<file path="config.mk">
export PLATFORM = sky130hd
export DESIGN_NAME = pwm_period_duty_capture
export DESIGN_NICKNAME = d
export VERILOG_FILES = /design/src/design/pwmc_pkg.sv /design/src/design/pwmc_front.sv /design/src/design/pwmc_queue.sv /design/src/design/pwmc_back.sv /design/src/design/pwm_period_duty_capture.sv
export SDC_FILE = /design/constraint.sdc
export NUM_CORES = 1
export LEC_CHECK = 0
export BUFFER_PORTS_ARGS = -buffer_cell sky130_fd_sc_hd__buf_4
export CORE_UTILIZATION = 60
export CTS_CLUSTER_DIAMETER = 30
export DETAILED_ROUTE_END_ITERATION = 10
export PLACE_DENSITY_LB_ADDON = 0.12
export SKIP_CTS_REPAIR_TIMING = 1
export SLEW_MARGIN = 30
export SYNTH_ARGS = -nofsm -noshare
export SYNTH_HDL_FRONTEND = slang
export SYNTH_SLANG_ARGS = --single-unit
</file>
<file path="constraint.sdc">
create_clock -name clk -period 5.9 [get_ports clk]
set_clock_uncertainty 0.1 [all_clocks]
set_input_delay 0.295 -clock clk [delete_from_list [all_inputs] [get_ports clk]]
set_output_delay 0.295 -clock clk [all_outputs]
set_load 0.02 [all_outputs]
</file>
<file path="src/design/pwmc_pkg.sv">
// Shared types, widths and constants for the PWM period and duty capture block.
`default_nettype none
package pwmc_pkg;

  localparam int CNT_W      = 16;                 // capture timer width
  localparam int TB_W       = 27;                 // timebase register width
  localparam int FREQ_W     = TB_W + 8;           // Q.8 frequency width
  localparam int DUTY_W     = 15;                 // Q.8 percent width
  localparam int DUTY_NUM_W = CNT_W + DUTY_W;     // high_ticks * 25600
  localparam int DIV_STEPS  = FREQ_W;             // one quotient bit per step
  localparam int STEP_W     = $clog2(DIV_STEPS + 1);

  localparam logic [TB_W-1:0]       TB_RESET   = TB_W'(1000000);
  localparam logic [DUTY_NUM_W-1:0] DUTY_SCALE = DUTY_NUM_W'(25600);

  // Edge phase codes.
  localparam logic [1:0] PH_FIRST_RISE = 2'd0;
  localparam logic [1:0] PH_FALL       = 2'd1;
  localparam logic [1:0] PH_CLOSE_RISE = 2'd2;

  // Queue geometry.
  localparam int Q_DEPTH = 2;
  localparam int Q_PTR_W = 1;
  localparam int Q_CNT_W = 2;

  // One classified edge, handed from the front end to the divider.
  typedef struct packed {
    logic                  next_edge_falling;
    logic                  meas_valid;
    logic [CNT_W-1:0]      period;
    logic [CNT_W-1:0]      high;
    logic [DUTY_NUM_W-1:0] duty_num;
  } pwmc_cmd_t;

endpackage
`default_nettype wire

</file>
<file path="src/design/pwmc_front.sv">
// Front end: tracks the edge phase, forms period and high time, checks them.
`default_nettype none
module pwmc_front (
  input  wire logic                         clk,
  input  wire logic                         rst_n,
  input  wire logic                         in_valid,
  output logic                              in_stall,
  input  wire logic [pwmc_pkg::CNT_W-1:0]   in_capture_stamp,
  input  wire logic                         q_full,
  output logic                              q_push,
  output pwmc_pkg::pwmc_cmd_t               q_cmd
);

  logic [1:0]                 phase_r, phase_nxt;
  logic [pwmc_pkg::CNT_W-1:0] rise_r, rise_nxt;
  logic [pwmc_pkg::CNT_W-1:0] fall_r, fall_nxt;
  logic [pwmc_pkg::CNT_W-1:0] period;
  logic [pwmc_pkg::CNT_W-1:0] high;
  logic                       ok;

  assign in_stall = q_full;
  assign q_push   = in_valid && !q_full;

  // Differences wrap modulo the counter width.
  assign period = in_capture_stamp - rise_r;
  assign high   = fall_r - rise_r;
  assign ok     = (period != '0) && (high <= period);

  always_comb begin
    phase_nxt = phase_r;
    rise_nxt  = rise_r;
    fall_nxt  = fall_r;
    q_cmd     = '0;
    unique case (phase_r)
      pwmc_pkg::PH_FIRST_RISE: begin
        rise_nxt                = in_capture_stamp;
        phase_nxt               = pwmc_pkg::PH_FALL;
        q_cmd.next_edge_falling = 1'b1;
      end
      pwmc_pkg::PH_FALL: begin
        fall_nxt  = in_capture_stamp;
        phase_nxt = pwmc_pkg::PH_CLOSE_RISE;
      end
      default: begin
        // Closing rising edge; the unused phase code behaves the same way.
        phase_nxt        = pwmc_pkg::PH_FIRST_RISE;
        q_cmd.meas_valid = ok;
        if (ok) begin
          q_cmd.period   = period;
          q_cmd.high     = high;
          q_cmd.duty_num = pwmc_pkg::DUTY_NUM_W'(high) * pwmc_pkg::DUTY_SCALE;
        end
      end
    endcase
  end

  always_ff @(posedge clk) begin
    if (!rst_n) begin
      phase_r <= pwmc_pkg::PH_FIRST_RISE;
      rise_r  <= '0;
      fall_r  <= '0;
    end else if (q_push) begin
      phase_r <= phase_nxt;
      rise_r  <= rise_nxt;
      fall_r  <= fall_nxt;
    end
  end

endmodule
`default_nettype wire

</file>
<file path="src/design/pwmc_queue.sv">
// Two-entry queue between the edge front end and the divider back end.
`default_nettype none
module pwmc_queue (
  input  wire logic                 clk,
  input  wire logic                 rst_n,
  input  wire logic                 push,
  input  wire pwmc_pkg::pwmc_cmd_t  push_cmd,
  output logic                      full,
  input  wire logic                 pop,
  output logic                      not_empty,
  output pwmc_pkg::pwmc_cmd_t       head_cmd
);

  pwmc_pkg::pwmc_cmd_t               mem_r [pwmc_pkg::Q_DEPTH];
  logic [pwmc_pkg::Q_PTR_W-1:0]      wr_ptr_r, rd_ptr_r;
  logic [pwmc_pkg::Q_CNT_W-1:0]      count_r, count_nxt;

  assign full      = (count_r == pwmc_pkg::Q_CNT_W'(pwmc_pkg::Q_DEPTH));
  assign not_empty = (count_r != '0);
  assign head_cmd  = mem_r[rd_ptr_r];

  always_comb begin
    count_nxt = count_r;
    if (push && !pop) begin
      count_nxt = count_r + 1'b1;
    end else if (pop && !push) begin
      count_nxt = count_r - 1'b1;
    end
  end

  always_ff @(posedge clk) begin
    if (push) begin
      mem_r[wr_ptr_r] <= push_cmd;
    end
  end

  always_ff @(posedge clk) begin
    if (!rst_n) begin
      wr_ptr_r <= '0;
      rd_ptr_r <= '0;
      count_r  <= '0;
    end else begin
      count_r <= count_nxt;
      if (push) begin
        wr_ptr_r <= wr_ptr_r + 1'b1;
      end
      if (pop) begin
        rd_ptr_r <= rd_ptr_r + 1'b1;
      end
    end
  end

  a_no_push_full: assert property (@(posedge clk) disable iff (!rst_n)
    full |-> !push)
    else $error("queue pushed while full");

  a_no_pop_empty: assert property (@(posedge clk) disable iff (!rst_n)
    !not_empty |-> !pop)
    else $error("queue popped while empty");

  a_count_bound: assert property (@(posedge clk) disable iff (!rst_n)
    count_r <= pwmc_pkg::Q_CNT_W'(pwmc_pkg::Q_DEPTH))
    else $error("queue count out of range");

endmodule
`default_nettype wire

</file>
<file path="src/design/pwmc_back.sv">
// Back end: two bit-serial restoring dividers and the output word register.
`default_nettype none
module pwmc_back (
  input  wire logic                           clk,
  input  wire logic                           rst_n,
  input  wire logic [pwmc_pkg::TB_W-1:0]      timebase,
  input  wire logic                           q_not_empty,
  input  wire pwmc_pkg::pwmc_cmd_t            q_cmd,
  output logic                                q_pop,
  output logic                                out_valid,
  input  wire logic                           out_stall,
  output logic                                out_next_edge_falling,
  output logic                                out_measurement_valid,
  output logic [pwmc_pkg::CNT_W-1:0]          out_period_ticks,
  output logic [pwmc_pkg::CNT_W-1:0]          out_high_ticks,
  output logic [pwmc_pkg::FREQ_W-1:0]         out_frequency_q8,
  output logic [pwmc_pkg::DUTY_W-1:0]         out_duty_percent_q8
);

  localparam logic [1:0] ST_IDLE = 2'd0;
  localparam logic [1:0] ST_DIV  = 2'd1;
  localparam logic [1:0] ST_HOLD = 2'd2;

  logic [1:0]                    state_r, state_nxt;
  pwmc_pkg::pwmc_cmd_t           cmd_r;
  logic [pwmc_pkg::FREQ_W-1:0]   fq_r;    // frequency dividend in, quotient out
  logic [pwmc_pkg::FREQ_W-1:0]   dq_r;    // duty dividend in, quotient out
  logic [pwmc_pkg::CNT_W-1:0]    frem_r, drem_r;
  logic [pwmc_pkg::STEP_W-1:0]   step_r;
  logic                          out_valid_r;
  logic                          out_free;

  logic [pwmc_pkg::CNT_W:0]      frs, drs;
  logic                          fge, dge;

  // One restoring step per cycle: shift in the next dividend bit and try
  // to subtract the period.
  assign frs = {frem_r, fq_r[pwmc_pkg::FREQ_W-1]};
  assign drs = {drem_r, dq_r[pwmc_pkg::FREQ_W-1]};
  assign fge = frs >= {1'b0, cmd_r.period};
  assign dge = drs >= {1'b0, cmd_r.period};

  assign out_free  = !out_valid_r || !out_stall;
  assign out_valid = out_valid_r;
  assign q_pop     = (state_r == ST_IDLE) && q_not_empty;

  always_comb begin
    state_nxt = state_r;
    unique case (state_r)
      ST_IDLE: begin
        if (q_not_empty) begin
          state_nxt = q_cmd.meas_valid ? ST_DIV : ST_HOLD;
        end
      end
      ST_DIV: begin
        if (step_r == pwmc_pkg::STEP_W'(pwmc_pkg::DIV_STEPS - 1)) begin
          state_nxt = ST_HOLD;
        end
      end
      ST_HOLD: begin
        if (out_free) begin
          state_nxt = ST_IDLE;
        end
      end
      default: state_nxt = ST_IDLE;
    endcase
  end

  always_ff @(posedge clk) begin
    if (!rst_n) begin
      state_r     <= ST_IDLE;
      out_valid_r <= 1'b0;
    end else begin
      state_r     <= state_nxt;
      out_valid_r <= ((state_r == ST_HOLD) && out_free) || (out_valid_r && out_stall);
    end
  end

  always_ff @(posedge clk) begin
    if (q_pop) begin
      cmd_r  <= q_cmd;
      fq_r   <= {timebase, 8'b0};
      dq_r   <= pwmc_pkg::FREQ_W'(q_cmd.duty_num);
      frem_r <= '0;
      drem_r <= '0;
      step_r <= '0;
    end else if (state_r == ST_DIV) begin
      fq_r   <= {fq_r[pwmc_pkg::FREQ_W-2:0], fge};
      dq_r   <= {dq_r[pwmc_pkg::FREQ_W-2:0], dge};
      frem_r <= fge ? pwmc_pkg::CNT_W'(frs - {1'b0, cmd_r.period})
                    : frs[pwmc_pkg::CNT_W-1:0];
      drem_r <= dge ? pwmc_pkg::CNT_W'(drs - {1'b0, cmd_r.period})
                    : drs[pwmc_pkg::CNT_W-1:0];
      step_r <= step_r + 1'b1;
    end
  end

  always_ff @(posedge clk) begin
    if ((state_r == ST_HOLD) && out_free) begin
      out_next_edge_falling <= cmd_r.next_edge_falling;
      out_measurement_valid <= cmd_r.meas_valid;
      out_period_ticks      <= cmd_r.period;
      out_high_ticks        <= cmd_r.high;
      out_frequency_q8      <= cmd_r.meas_valid ? fq_r : '0;
      out_duty_percent_q8   <= cmd_r.meas_valid ? dq_r[pwmc_pkg::DUTY_W-1:0] : '0;
    end
  end

  a_step_bound: assert property (@(posedge clk) disable iff (!rst_n)
    (state_r == ST_DIV) |-> (step_r < pwmc_pkg::STEP_W'(pwmc_pkg::DIV_STEPS)))
    else $error("divider step count overran");

  a_valid_period: assert property (@(posedge clk) disable iff (!rst_n)
    (out_valid_r && out_measurement_valid) |->
      (out_period_ticks != '0) && (out_high_ticks <= out_period_ticks))
    else $error("valid measurement with bad period or high time");

  a_invalid_zero: assert property (@(posedge clk) disable iff (!rst_n)
    (out_valid_r && !out_measurement_valid) |->
      (out_frequency_q8 == '0) && (out_duty_percent_q8 == '0))
    else $error("invalid measurement carries nonzero results");

  a_pop_idle: assert property (@(posedge clk) disable iff (!rst_n)
    q_pop |=> (state_r == ST_DIV) || (state_r == ST_HOLD))
    else $error("popped word did not start processing");

endmodule
`default_nettype wire

</file>
<file path="src/design/pwm_period_duty_capture.sv">
// Top level of the PWM period and duty capture block.
// A word with a valid measurement passes through the queue, 35 divider steps, the hold state
// and the output register after it is accepted; other words skip the divider.
// Throughput is set by the bit-serial dividers: the back end works on one word at a time;
// a full rise, fall, rise sequence keeps the back end busy, and a two-word queue
// lets further edge words be accepted meanwhile, until the queue is full.
// Reset (rst_n, synchronous, active low) clears phase, queue and output valid, timebase 1000000.
`default_nettype none
module pwm_period_duty_capture (
  input  wire logic                           clk,
  input  wire logic                           rst_n,
  // Configuration: timebase tick rate in Hz.
  input  wire logic                           cfg_we,
  input  wire logic [pwmc_pkg::TB_W-1:0]      cfg_wdata,
  // Input channel: one capture stamp per word.
  input  wire logic                           in_valid,
  output logic                                in_stall,
  input  wire logic [pwmc_pkg::CNT_W-1:0]     in_capture_stamp,
  // Result channel: one result word per input word.
  output logic                                out_valid,
  input  wire logic                           out_stall,
  output logic                                out_next_edge_falling,
  output logic                                out_measurement_valid,
  output logic [pwmc_pkg::CNT_W-1:0]          out_period_ticks,
  output logic [pwmc_pkg::CNT_W-1:0]          out_high_ticks,
  output logic [pwmc_pkg::FREQ_W-1:0]         out_frequency_q8,
  output logic [pwmc_pkg::DUTY_W-1:0]         out_duty_percent_q8
);

  // The timebase register must be written by the user only while the block is idle, which
  // the block does not enforce; so the back end may sample it directly when it starts a division.
  logic [pwmc_pkg::TB_W-1:0] timebase_r;

  always_ff @(posedge clk) begin
    if (!rst_n) begin
      timebase_r <= pwmc_pkg::TB_RESET;
    end else if (cfg_we) begin
      timebase_r <= cfg_wdata;
    end
  end

  // The front end classifies each stamp by edge phase and, on the closing
  // rising edge, forms the wrapped period and high time and checks them.
  // It also precomputes high time times 25600 so that the back end only
  // has to divide.
  logic                q_push;
  logic                q_full;
  logic                q_pop;
  logic                q_not_empty;
  pwmc_pkg::pwmc_cmd_t push_cmd;
  pwmc_pkg::pwmc_cmd_t head_cmd;

  pwmc_front u_front (
    .clk              (clk),
    .rst_n            (rst_n),
    .in_valid         (in_valid),
    .in_stall         (in_stall),
    .in_capture_stamp (in_capture_stamp),
    .q_full           (q_full),
    .q_push           (q_push),
    .q_cmd            (push_cmd)
  );

  // A short queue decouples the edge stream from the slow divider.
  pwmc_queue u_queue (
    .clk       (clk),
    .rst_n     (rst_n),
    .push      (q_push),
    .push_cmd  (push_cmd),
    .full      (q_full),
    .pop       (q_pop),
    .not_empty (q_not_empty),
    .head_cmd  (head_cmd)
  );

  // The back end runs the frequency and duty divisions side by side, one
  // quotient bit per cycle each, then parks the word in the output register.
  // Words that carry no measurement skip the divider.
  pwmc_back u_back (
    .clk                   (clk),
    .rst_n                 (rst_n),
    .timebase              (timebase_r),
    .q_not_empty           (q_not_empty),
    .q_cmd                 (head_cmd),
    .q_pop                 (q_pop),
    .out_valid             (out_valid),
    .out_stall             (out_stall),
    .out_next_edge_falling (out_next_edge_falling),
    .out_measurement_valid (out_measurement_valid),
    .out_period_ticks      (out_period_ticks),
    .out_high_ticks        (out_high_ticks),
    .out_frequency_q8      (out_frequency_q8),
    .out_duty_percent_q8   (out_duty_percent_q8)
  );

endmodule
`default_nettype wire

</file>
==> results.md, run 1 <==
* Status: finished clean
* Area of the multi-input gates at 0.00799 mm²
* Worst vdd ir at 0.742 mV
* HPWL after detailed placement at 27700 µm
* Pint at 9910 µW
* Mean number of vias per cell at 5.65
* Async SR Flop Fraction at 0
* Share of total power in the clock network at 0.274
* Die W at 182 µm
* Number of synthesized register bits at 399
* Vias in the first global route at 13.4k
* Sequential cell area fraction in the yosys report at 0.555
* Num CTS Buffers at 77
* Iteration count of the initial detailed-routing pass at 5
* CP endpoint kind: flip-flop
* Avg Cell Area, Syn at 11.4 µm²
* Fill cells at 2017
* CTS Root Cell: clkbuf_16
* Io pins at 134
* Largest delay share family, worst path: adder cells
* Mapped Nets at 1896
* Share of cells above drive strength 1 at 0.174
* CP cell instances: inv_1 -> ha_1 -> fa_1 -> nor2b_1 -> o31a_1 -> o221a_2 -> nor2_1 -> xor2_1 -> inv_1 -> ha_1 -> ha_1 -> inv_1 -> fa_1 -> inv_1 -> ha_1 -> o21ai_0 -> a21boi_0 -> o2111ai_1 -> nand3_1 -> o41ai_2 -> or4b_2 -> a31oi_2
* Top post-synthesis cells by area: edfxtp_1 (43%), dfxtp_1 (12%), ha_1 (8.4%), mux2i_1 (3.7%), nand2_1 (3.3%)
* TritonCTS Sinks at 399
* Pwr Total at 16100 µW
* Crit start category: flip-flop
* P&R area growth vs syn at 24.0%
* R2r endpoint: u_queue.mem_r[0][29]
* Max transition margin at 0.420
* Pwr dens at 667 mW/mm²
* Die Area at 0.0331 mm²
* Final RePlAce weighted congestion at 0.925
* Htree depth at 3
* Fin. max-slew vios at 0
* Leakage at 0.00983 µW
* Initial antenna violation count at 0
* Tot GR Track Use at 0.259
* Post-synthesis cell count at 1702
* Hold Path Cell Cnt at 3
* Grt total ovfl at 0
* Largest net degree at the start of global routing at 83
* Crit-path max FO at 3
* Min cycle time layout at 5560 ps
* Antenna Nets Post-Route at 0
* Final non-filler cell total at 2389
* Main synth FF type: edfxtp_1
* Drc violations at 0
* Final setup violation count at 0
* CTS tree: yes
* Logic gate share of total power at 0.454
* Post-synth cell types at 73
* Fmax at 180 MHz
* Worst-path clk slew at 60 ps
* R2R Setup Slk at 340 ps
* Critical R2R Launch: u_front.fall_r[0]
* Area share of the largest cell type after synthesis at 0.432
* Post-Place Cells at 2193
* Worst path arrival time at 5890 ps
* Rows at 65
* Synth Warn # at 0
* Number of synthesized flops with an enable pin at 280
* Switching power at 6180 µW
* Crit path kind: flip-flop to flip-flop
* R2r worst-path depth at 22
* RSZ-0062 raised after global routing: false
* Max-cap check violation count at 0
* Worst-Margin Slew at 868 ps
* Hold endpoint: timebase_r[22]
* Final period util at 0.943
* Worst Path Buf+Inv at 4
* Endpoints failing hold at 0
* Nets at 2116
* Core outline area at 0.0317 mm²
* Req. time, crit path at 6230 ps
* Switching power share of the total at 0.384
* Largest area contributor in the netlist: edfxtp_1
* DR WL/cell at 18.0 µm
* Clock Latency Late Sink at 590 ps
* Ant diodes at 0
* Drt first-iter violations at 942
* Slowest-stage cell, CP: or4b_2
* Die height at 182 µm
* Hold Path Class: input port to flip-flop
* Flop pwr share at 0.271
* CTS max path bufs at 3
* Hold WS at 153 ps
* First-pass GRT wire length at 67600 µm
* Setup TNS at 0 ps
* Input/output buffers at 133
* WL final at 43100 µm
* Storage cell area at 0.0108 mm²
* Crit-path max cell delay at 650 ps
* Synth Cell Area at 0.0195 mm²
* DR vias at 13.5k
* Hold wc startpoint: cfg_we
* Initial Utilization at 0.613
==> cell usage in the layout, fill, tap and decap left out, types with 8 or more instances in the layout <==
cell type,n
ha_1,131
edfxtp_1,280
clkinv_2,8
mux2i_1,71
a21oi_1,87
o21a_1,13
nand2_1,173
inv_1,123
nor2_1,119
nor2b_1,16
xnor2_1,34
and2_1,61
bufinv_16,8
nand4_1,13
buf_4,149
dlygate4sd3_1,52
and3_1,9
nand3_1,18
clkbuf_1,8
a21o_1,15
nand2b_1,17
dfxtp_1,118
mux2_2,34
clkinvlp_4,9
xor2_1,33
fa_1,15
o211ai_1,9
clkbuf_16,77
a22o_1,32
o21ai_0,90
nor3_1,27
==> kinds of logic (layout without fill, tap and decap cells) <==
kind of cell / Yosys count / after routing / share of synthesized area
AND/OR/NAND/NOR: 488 / 488 / 0.118
flip-flops: 399 / 399 / 0.555
AO/OA/AOI/OAI: 307 / 307 / 0.102
buffers and inverters: 188 / 473 / 0.0386
adder cells (fa/ha/maj): 146 / 146 / 0.0997
multiplexers: 105 / 105 / 0.0562
XOR/XNOR: 69 / 69 / 0.0315
==> through the flow <==
step                worst slack, ps  instance area [µm²]   util
global placement                432                20900  0.658
finish                          336                24100  0.761
detailed placement              276                20900  0.659
global route                   3.20                24100  0.761
CTS                             265                23600  0.744
floorplan                       559                19500      -
==> worst max-delay path by stage <==
stage,start,end,slack (ps),cells past startpoint
after floorplan,u_back.state_r[0],u_back.out_duty_percent_q8[0],560,3
after global placement,u_front.rise_r[1],u_queue.mem_r[0][29],430,22
after detailed placement,u_front.rise_r[1],u_queue.mem_r[0][29],280,22
after CTS,u_front.rise_r[1],u_queue.mem_r[0][29],270,22
after global routing,u_front.fall_r[0],u_queue.mem_r[0][29],3,23
final,u_front.fall_r[0],u_queue.mem_r[0][29],340,22
==> registers in the layout (all words and copies together) (netlist names), 16 cells and up, named ones only <==
name / flops
timebase_r: 27
u_front.fall_r: 16
u_back.fq_r: 35
u_back.drem_r: 16
u_back.cmd_r: 34
u_back.dq_r: 35
u_back.out_high_ticks: 16
u_back.out_frequency_q8: 35
u_queue.mem_r: 104
u_back.frem_r: 16
u_front.rise_r: 16
u_back.out_period_ticks: 16
==> routing by layer <==
layer / share of wire / routed length (µm) / vias up / track usage
li1: - / - / 6535 / -
met3: 0.039 / 1660 / 114 / 0.0439
met1: 0.41 / 17800 / 6496 / 0.307
met4: 0.038 / 1640 / 0 / 0.113
met2: 0.51 / 22000 / 363 / 0.464
met5: 0 / 0 / - / 0
==> layout make-up <==
| cell class | instances | share of cell area |
|---|---|---|
| repair buffers | 203 | 0.0692 |
| flip-flops and latches | 399 | 0.447 |
| multi-input cells | 1115 | 0.331 |
| clock buffers | 92 | 0.0851 |
| well taps | 402 | 0.0209 |
| inverters | 126 | 0.0197 |
| clock inverters | 52 | 0.0267 |
==> synth_stat cells, drive strengths merged (15+ instances only) <==
| cell type | instances |
|---|---|
| edfxtp | 280 |
| nand2 | 173 |
| ha | 131 |
| inv | 125 |
| nor2 | 122 |
| dfxtp | 119 |
| o21ai | 95 |
| a21oi | 89 |
| mux2i | 71 |
| and2 | 61 |
| clkbuf | 49 |
| xnor2 | 35 |
| mux2 | 34 |
| xor2 | 34 |
| a22o | 32 |
| nor3 | 27 |
| nand2b | 18 |
| nand3 | 18 |
| nor2b | 17 |
| a21o | 15 |
| fa | 15 |
==> power by group through the flow <==
| stage | combinational [µW] | sequential (µW) | clock (µW) |
|---|---|---|---|
| 5_1_grt | 8200 | 4430 | 4620 |
| 4_1_cts | 7240 | 4360 | 4470 |
| 3_5_place_dp | 7170 | 4400 | 0 |
| 2_1_floorplan | 5300 | 4510 | 0 |
| 3_3_place_gp | 6960 | 4380 | 0 |
| 6_report | 7310 | 4370 | 4420 |
==> worst register-to-register path, delay by kind of cell (launching register included) <==
kind,cells,cell delay (ps)
xor+xnor,1,310
simple gates,4,1020
fa+ha+maj,6,2000
compound gates,7,1340
flops,1,350
buf+inv,4,280
No activity file was read; power rests on OpenSTA's default activity.
==> inputs of run 2 (changes only) <==
RECOVER_POWER = 100   (was not set)
==> results.md, run 2 (synthesized netlist as in run 1, its figures left out) <==
* Grt total ovfl at 0 (unchanged)
* Hold Path Class: input port to flip-flop
* Final RePlAce weighted congestion at 0.925 (unchanged)
* Hold wc startpoint: cfg_we
* RSZ-0062 raised after global routing: false
* Pwr Total at 16000 µW (-0.53%)
* Die height at 182 µm (unchanged)
* CTS tree: yes
* Nets at 2116 (unchanged)
* First-pass GRT wire length at 67600 µm (unchanged)
* Htree depth at 3 (unchanged)
* Failing checks: max-capacitance violations, max-slew violations
* Hold WS at 155 ps (+1.30 ps)
* Vias in the first global route at 13.4k (unchanged)
* Req. time, crit path at 6230 ps (about the same)
* Max-cap check violation count at 11 (+11)
* Cell Area, Placed at 0.0209 mm² (unchanged)
* Fin. max-slew vios at 518 (+518)
* Antenna Nets Post-Route at 0 (unchanged)
* Crit path kind: flip-flop to flip-flop
* Crit start category: flip-flop
* DR vias at 13.5k (+0.25%)
* Pwr dens at 675 mW/mm² (+1.2%)
* TritonCTS Sinks at 399 (unchanged)
* Crit-path max cell delay at 650 ps (about the same)
* CTS Root Cell: clkbuf_16
* Switching power at 6180 µW (about the same)
* Drc violations at 0 (unchanged)
* Final setup violation count at 0 (unchanged)
* Largest net degree at the start of global routing at 83 (unchanged)
* Clock Latency Late Sink at 590 ps (about the same)
* Worst Path Buf+Inv at 4 (unchanged)
* CP endpoint kind: flip-flop
* Largest register FFs at 104 (unchanged)
* Leakage at 0.00944 µW (-4.0%)
* Worst-path clk slew at 50 ps (about the same)
* Worst path arrival time at 5890 ps (about the same)
* Initial Utilization at 0.613 (unchanged)
* Design Area, Final at 0.0237 mm² (-1.7%)
* WL final at 43200 µm (+0.40%)
* Slowest-stage cell, CP: or4b_2
* Largest delay share family, worst path: adder cells
* Rows at 65 (unchanged)
* Pint at 9830 µW (-0.84%)
* Min cycle time layout at 5560 ps (-5.61 ps)
* Logic gate share of total power at 0.448 (-0.006)
* HPWL after detailed placement at 27700 µm (unchanged)
* P&R area growth vs syn at 21.9%
* Share of total power in the clock network at 0.276 (+0.002)
* Die W at 182 µm (unchanged)
* Input/output buffers at 133 (unchanged)
* Status: finished with violations
* Worst vdd ir at 0.741 mV (about the same)
* Initial antenna violation count at 0 (unchanged)
* Commonest non-fill, non-tap cell in the layout: edfxtp_1
* Endpoints failing hold at 0 (unchanged)
* Commonest cells after routing, fill and taps aside: edfxtp_1 (280), nand2_1 (173), ha_1 (131)
* CP startpoint: u_front.fall_r[0]
* Mean number of vias per cell at 5.67 (+0.25%)
* Io pins at 134 (unchanged)
* Core outline area at 0.0317 mm² (unchanged)
* Drt first-iter violations at 893 (-5.2%)
* CTS max path bufs at 3 (unchanged)
* DR WL/cell at 18.1 µm (+0.40%)
* Flop pwr share at 0.276 (+0.005)
* Share of cells above drive strength 1 at 0.120 (-0.0533)
* Max transition margin at -1.89 (-2.31)
* Tot GR Track Use at 0.259 (unchanged)
* Num CTS Buffers at 77 (unchanged)
* Switching power share of the total at 0.386 (+0.00192)
* Die Area at 0.0331 mm² (unchanged)
* Fmax at 180 MHz (+0.10%)
* Most flops, register: u_queue.mem_r
* Ant diodes at 0 (unchanged)
* Critical R2R Launch: u_front.fall_r[0]
* Final period util at 0.942 (-0.000951)
* Iteration count of the initial detailed-routing pass at 8 (+3)
* Fill cells at 2157 (+6.9%)
* Worst-Margin Slew at 4340 ps (+3470 ps)
* Setup TNS at 0 ps (unchanged)
* CP cell instances: inv_1 -> ha_1 -> fa_1 -> nor2b_1 -> o31a_1 -> o221a_2 -> nor2_1 -> xor2_1 -> inv_1 -> ha_1 -> ha_1 -> inv_1 -> fa_1 -> inv_1 -> ha_1 -> o21ai_0 -> a21boi_0 -> o2111ai_1 -> nand3_1 -> o41ai_2 -> or4b_2 -> a31oi_2
* Crit-path max FO at 3 (unchanged)
## run 2: changes by cell type in the layout (fill, tap and decap cells not counted), sizes merged
cell | before | now
buf | 151 | 54
clkbuf | 92 | 189
clkinvlp | 9 | 10
inv | 137 | 136
## run 2: metrics by stage
| stage | worst slack, ps | util | cells |
|---|---|---|---|
| 6_report | 341 | 0.748 | 2389 |
| 5_1_grt | 3.20 | 0.748 | 2389 |
| 4_1_cts | 265 | 0.744 | 2337 |
| 3_5_place_dp | 276 | 0.659 | 2193 |
| 3_3_place_gp | 432 | 0.658 | 2193 |
| 2_1_floorplan | 559 | - | 1702 |
## run 2: worst paths after layout
path / to / slack, ps / depth (start not counted)
max: u_queue.mem_r[0][29] / 340 / 22
min: timebase_r[22] / 150 / 3
max reg2reg: u_queue.mem_r[0][29] / 340 / 22
min reg2reg: u_back.out_high_ticks[6] / 300 / 0
## run 2: layer usage
| layer | up-vias | global-route usage | wire length (µm) |
|---|---|---|---|
| li1 | 6539 | - | - |
| met1 | 6514 | 0.307 | 17800 |
| met2 | 383 | 0.464 | 22000 |
| met3 | 106 | 0.0439 | 1840 |
| met4 | 0 | 0.113 | 1600 |
| met5 | - | 0 | 0 |
## run 2: worst register-to-register path: stages (launching register included)
cell and delay (ps):
dfxtp_1 350, inv_1 50, ha_1 220, fa_1 400
nor2b_1 170, o31a_1 190, o221a_2 260, nor2_1 60
xor2_1 310, inv_1 140, ha_1 300, ha_1 290
inv_1 50, fa_1 490, inv_1 40, ha_1 290
o21ai_0 110, a21boi_0 290, o2111ai_1 180, nand3_1 130
o41ai_2 100, or4b_2 650, a31oi_2 210
## run 2: power by group through the flow
stage               sequential, µW  combinational, µW  clock, µW
CTS                           4360               7240       4470
finish                        4420               7180       4410
detailed placement            4400               7170          0
global placement              4380               6960          0
global route                  4480               8060       4620
floorplan                     4510               5300          0
## run 2: layout make-up
| type | count | area, µm² | share of cell area |
|---|---|---|---|
| Multi-Input combinational cell | 1115 | 7950 | 0.335 |
| Timing Repair Buffer | 203 | 1300 | 0.0550 |
| Sequential cell | 399 | 10800 | 0.455 |
| Clock inverter | 52 | 643 | 0.0271 |
| Inverter | 126 | 474 | 0.0200 |
| Tap cell | 402 | 503 | 0.0212 |
| Clock buffer | 92 | 2050 | 0.0866 |
==> inputs of run 3 (changes only) <==
REMOVE_ABC_BUFFERS = 1   (was not set)
==> results.md, run 3 (synthesized netlist as in run 1, its figures left out) <==
* Min cycle time layout at 5530 ps (-29.7 ps)
* Req. time, crit path at 6120 ps (-110 ps)
* Die W at 182 µm (unchanged)
* Initial Utilization at 0.613 (unchanged)
* Die Area at 0.0331 mm² (unchanged)
* Crit path kind: input port to flip-flop
* Fill cells at 2172 (+0.70%)
* Antenna Nets Post-Route at 0 (unchanged)
* Htree depth at 3 (unchanged)
* Tot GR Track Use at 0.254 (-0.00551)
* Worst-path clk slew at 50 ps (about the same)
* Leakage at 0.00936 µW (-0.82%)
* Critical R2R Launch: u_front.fall_r[0]
* Worst Path Buf+Inv at 5 (+1)
* Crit start category: input port
* Hold Path Class: input port to flip-flop
* Worst vdd ir at 0.659 mV (-11%)
* Max-cap check violation count at 13 (+2)
* Fmax at 181 MHz (+0.54%)
* Final period util at 0.937 (-0.00503)
* Largest register FFs at 104 (unchanged)
* HPWL after detailed placement at 27000 µm (-2.6%)
* CTS max path bufs at 3 (unchanged)
* Crit-path max FO at 27 (+24)
* Final setup violation count at 0 (unchanged)
* Initial antenna violation count at 0 (unchanged)
* Worst setup slack after layout at 371 ps (+29.7 ps)
* Pwr dens at 675 mW/mm² (about the same)
* Final RePlAce weighted congestion at 0.934 (+0.96%)
* Pwr Total at 16000 µW (-0.31%)
* CP startpoint: in_capture_stamp[0]
* Commonest non-fill, non-tap cell in the layout: edfxtp_1
* Largest net degree at the start of global routing at 83 (unchanged)
* Io pins at 134 (unchanged)
* Max transition margin at -1.91 (-0.0151)
* Status: finished with violations
* Drt first-iter violations at 913 (+2.2%)
* Crit-path max cell delay at 530 ps (-120 ps)
* Fin. max-slew vios at 586 (+13%)
* Input/output buffers at 133 (unchanged)
* Worst path arrival time at 5750 ps (-140 ps)
* Largest delay share family, worst path: compound AO/OA/AOI/OAI gates
* WL final at 43200 µm (about the same)
* Rows at 65 (unchanged)
* R2r worst-path depth at 23 (+4.5%)
* RSZ-0062 raised after global routing: false
* Failing checks: max-capacitance violations, max-slew violations
* Clock Latency Late Sink at 610 ps (+20 ps)
* Dpl ws at 401 ps (+125 ps)
* Die height at 182 µm (unchanged)
* Setup TNS at 0 ps (unchanged)
* TritonCTS Sinks at 399 (unchanged)
* Slowest-stage cell, CP: dlygate4sd3_1
* DR vias at 13.6k (+0.42%)
* Mean number of vias per cell at 5.69 (+0.38%)
* Most Frequent Cell on Critical Path: nor3_1
* Nets at 2118 (+0.095%)
* R2r endpoint: u_queue.mem_r[0][29]
* Commonest cells after routing, fill and taps aside: edfxtp_1 (280), nand2_1 (173), ha_1 (131)
* Core outline area at 0.0317 mm² (unchanged)
* DR WL/cell at 18.1 µm (-0.11%)
* Worst-Margin Slew at 4360 ps (+22.6 ps)
* Drc violations at 0 (unchanged)
* Endpoints failing hold at 0 (unchanged)
* CTS Root Cell: clkbuf_16
* Share of cells above drive strength 1 at 0.116 (-0.00459)
* CTS tree: yes
* Timing endpoint of the critical path: u_queue.mem_r[1][18]
* Vias in the first global route at 13.4k (+0.37%)
* CP cell instances: dlygate4sd3_1 -> clkbuf_1 -> inv_1 -> ha_1 -> inv_1 -> fa_1 -> a211oi_1 -> nor3_1 -> nor2_1 -> a221oi_1 -> nor3_1 -> o21bai_1 -> xnor2_1 -> ha_1 -> and4_1 -> and2_1 -> o2111a_1 -> a21oi_1 -> mux2i_1 -> o2111ai_2 -> a22oi_1 -> a41o_1 -> buf_4 -> nor3_1
* CP endpoint kind: flip-flop
* First-pass GRT wire length at 66600 µm (-1.4%)
* Num CTS Buffers at 78 (+1.3%)
* Grt total ovfl at 0 (unchanged)
* Iteration count of the initial detailed-routing pass at 5 (-3)
* R2R Setup Slk at 400 ps (+60 ps)
* Most flops, register: u_queue.mem_r
* Ant diodes at 0 (unchanged)
* WP depth at 24 (+9.1%)
* P&R area growth vs syn at 21.5%
-- run 3: changes by cell type in the layout (fill, tap and decap cells not counted), moves of 3 or more --
cell,before,now
buf_4,53,45
bufinv_16,8,5
clkbuf_1,104,108
clkbuf_4,0,8
clkbuf_8,7,4
clkinv_16,2,5
clkinv_4,7,4
clkinvlp_4,9,19
-- run 3: final cells by class --
class | instances | area, µm² | share of cell area
Multi-Input combinational cell | 1115 | 7910 | 0.335
Tap cell | 402 | 503 | 0.0213
Timing Repair Buffer | 204 | 1290 | 0.0547
Inverter | 126 | 473 | 0.0200
Sequential cell | 399 | 10800 | 0.457
Clock buffer | 92 | 2040 | 0.0865
Clock inverter | 52 | 612 | 0.0259
-- run 3: worst min path at each step --
stage                      from                         to  slack, ps  cells after the start
6_report               in_valid         u_front.phase_r[1]         70                      4
5_1_grt                in_valid         u_front.phase_r[0]        100                      4
4_1_cts           cfg_wdata[14]             timebase_r[14]       -200                      3
3_5_place_dp   u_back.cmd_r[31]   u_back.out_high_ticks[0]        300                      0
3_3_place_gp   u_back.cmd_r[42]  u_back.out_high_ticks[11]        300                      0
2_1_floorplan             rst_n             timebase_r[14]        260                      1
-- run 3: metrics by stage --
step	hold slack [ps]	util	std cells	instance area, µm²
after floorplan	257	-	1640	19200
after global placement	302	0.658	2194	20900
after detailed placement	305	0.658	2194	20900
after CTS	-205	0.742	2338	23500
after global routing	105	0.745	2390	23600
final	66.0	0.745	2390	23600
-- run 3: report_power, final --
group / total, µW / leakage, µW / internal [µW] / switching, µW
Clock: 4320 / 0.00122 / 2750 / 1570
Sequential: 4390 / 0.00369 / 4070 / 315
Combinational: 7250 / 0.00445 / 2860 / 4390
-- run 3: per-layer routing --
metal	track usage	share of wire	up-vias
met1	0.313	0.42	6594
met4	0.112	0.029	0
li1	-	-	6521
met5	0	0	-
met2	0.438	0.51	378
met3	0.0453	0.046	106
-- run 3: tightest hold or removal path: cells and delay by family --
| family | cells | cell delay, ps |
|---|---|---|
| AND/OR/NAND/NOR | 2 | 280 |
| AO/OA/AOI/OAI | 1 | 60 |
| buffers and inverters | 1 | 80 |
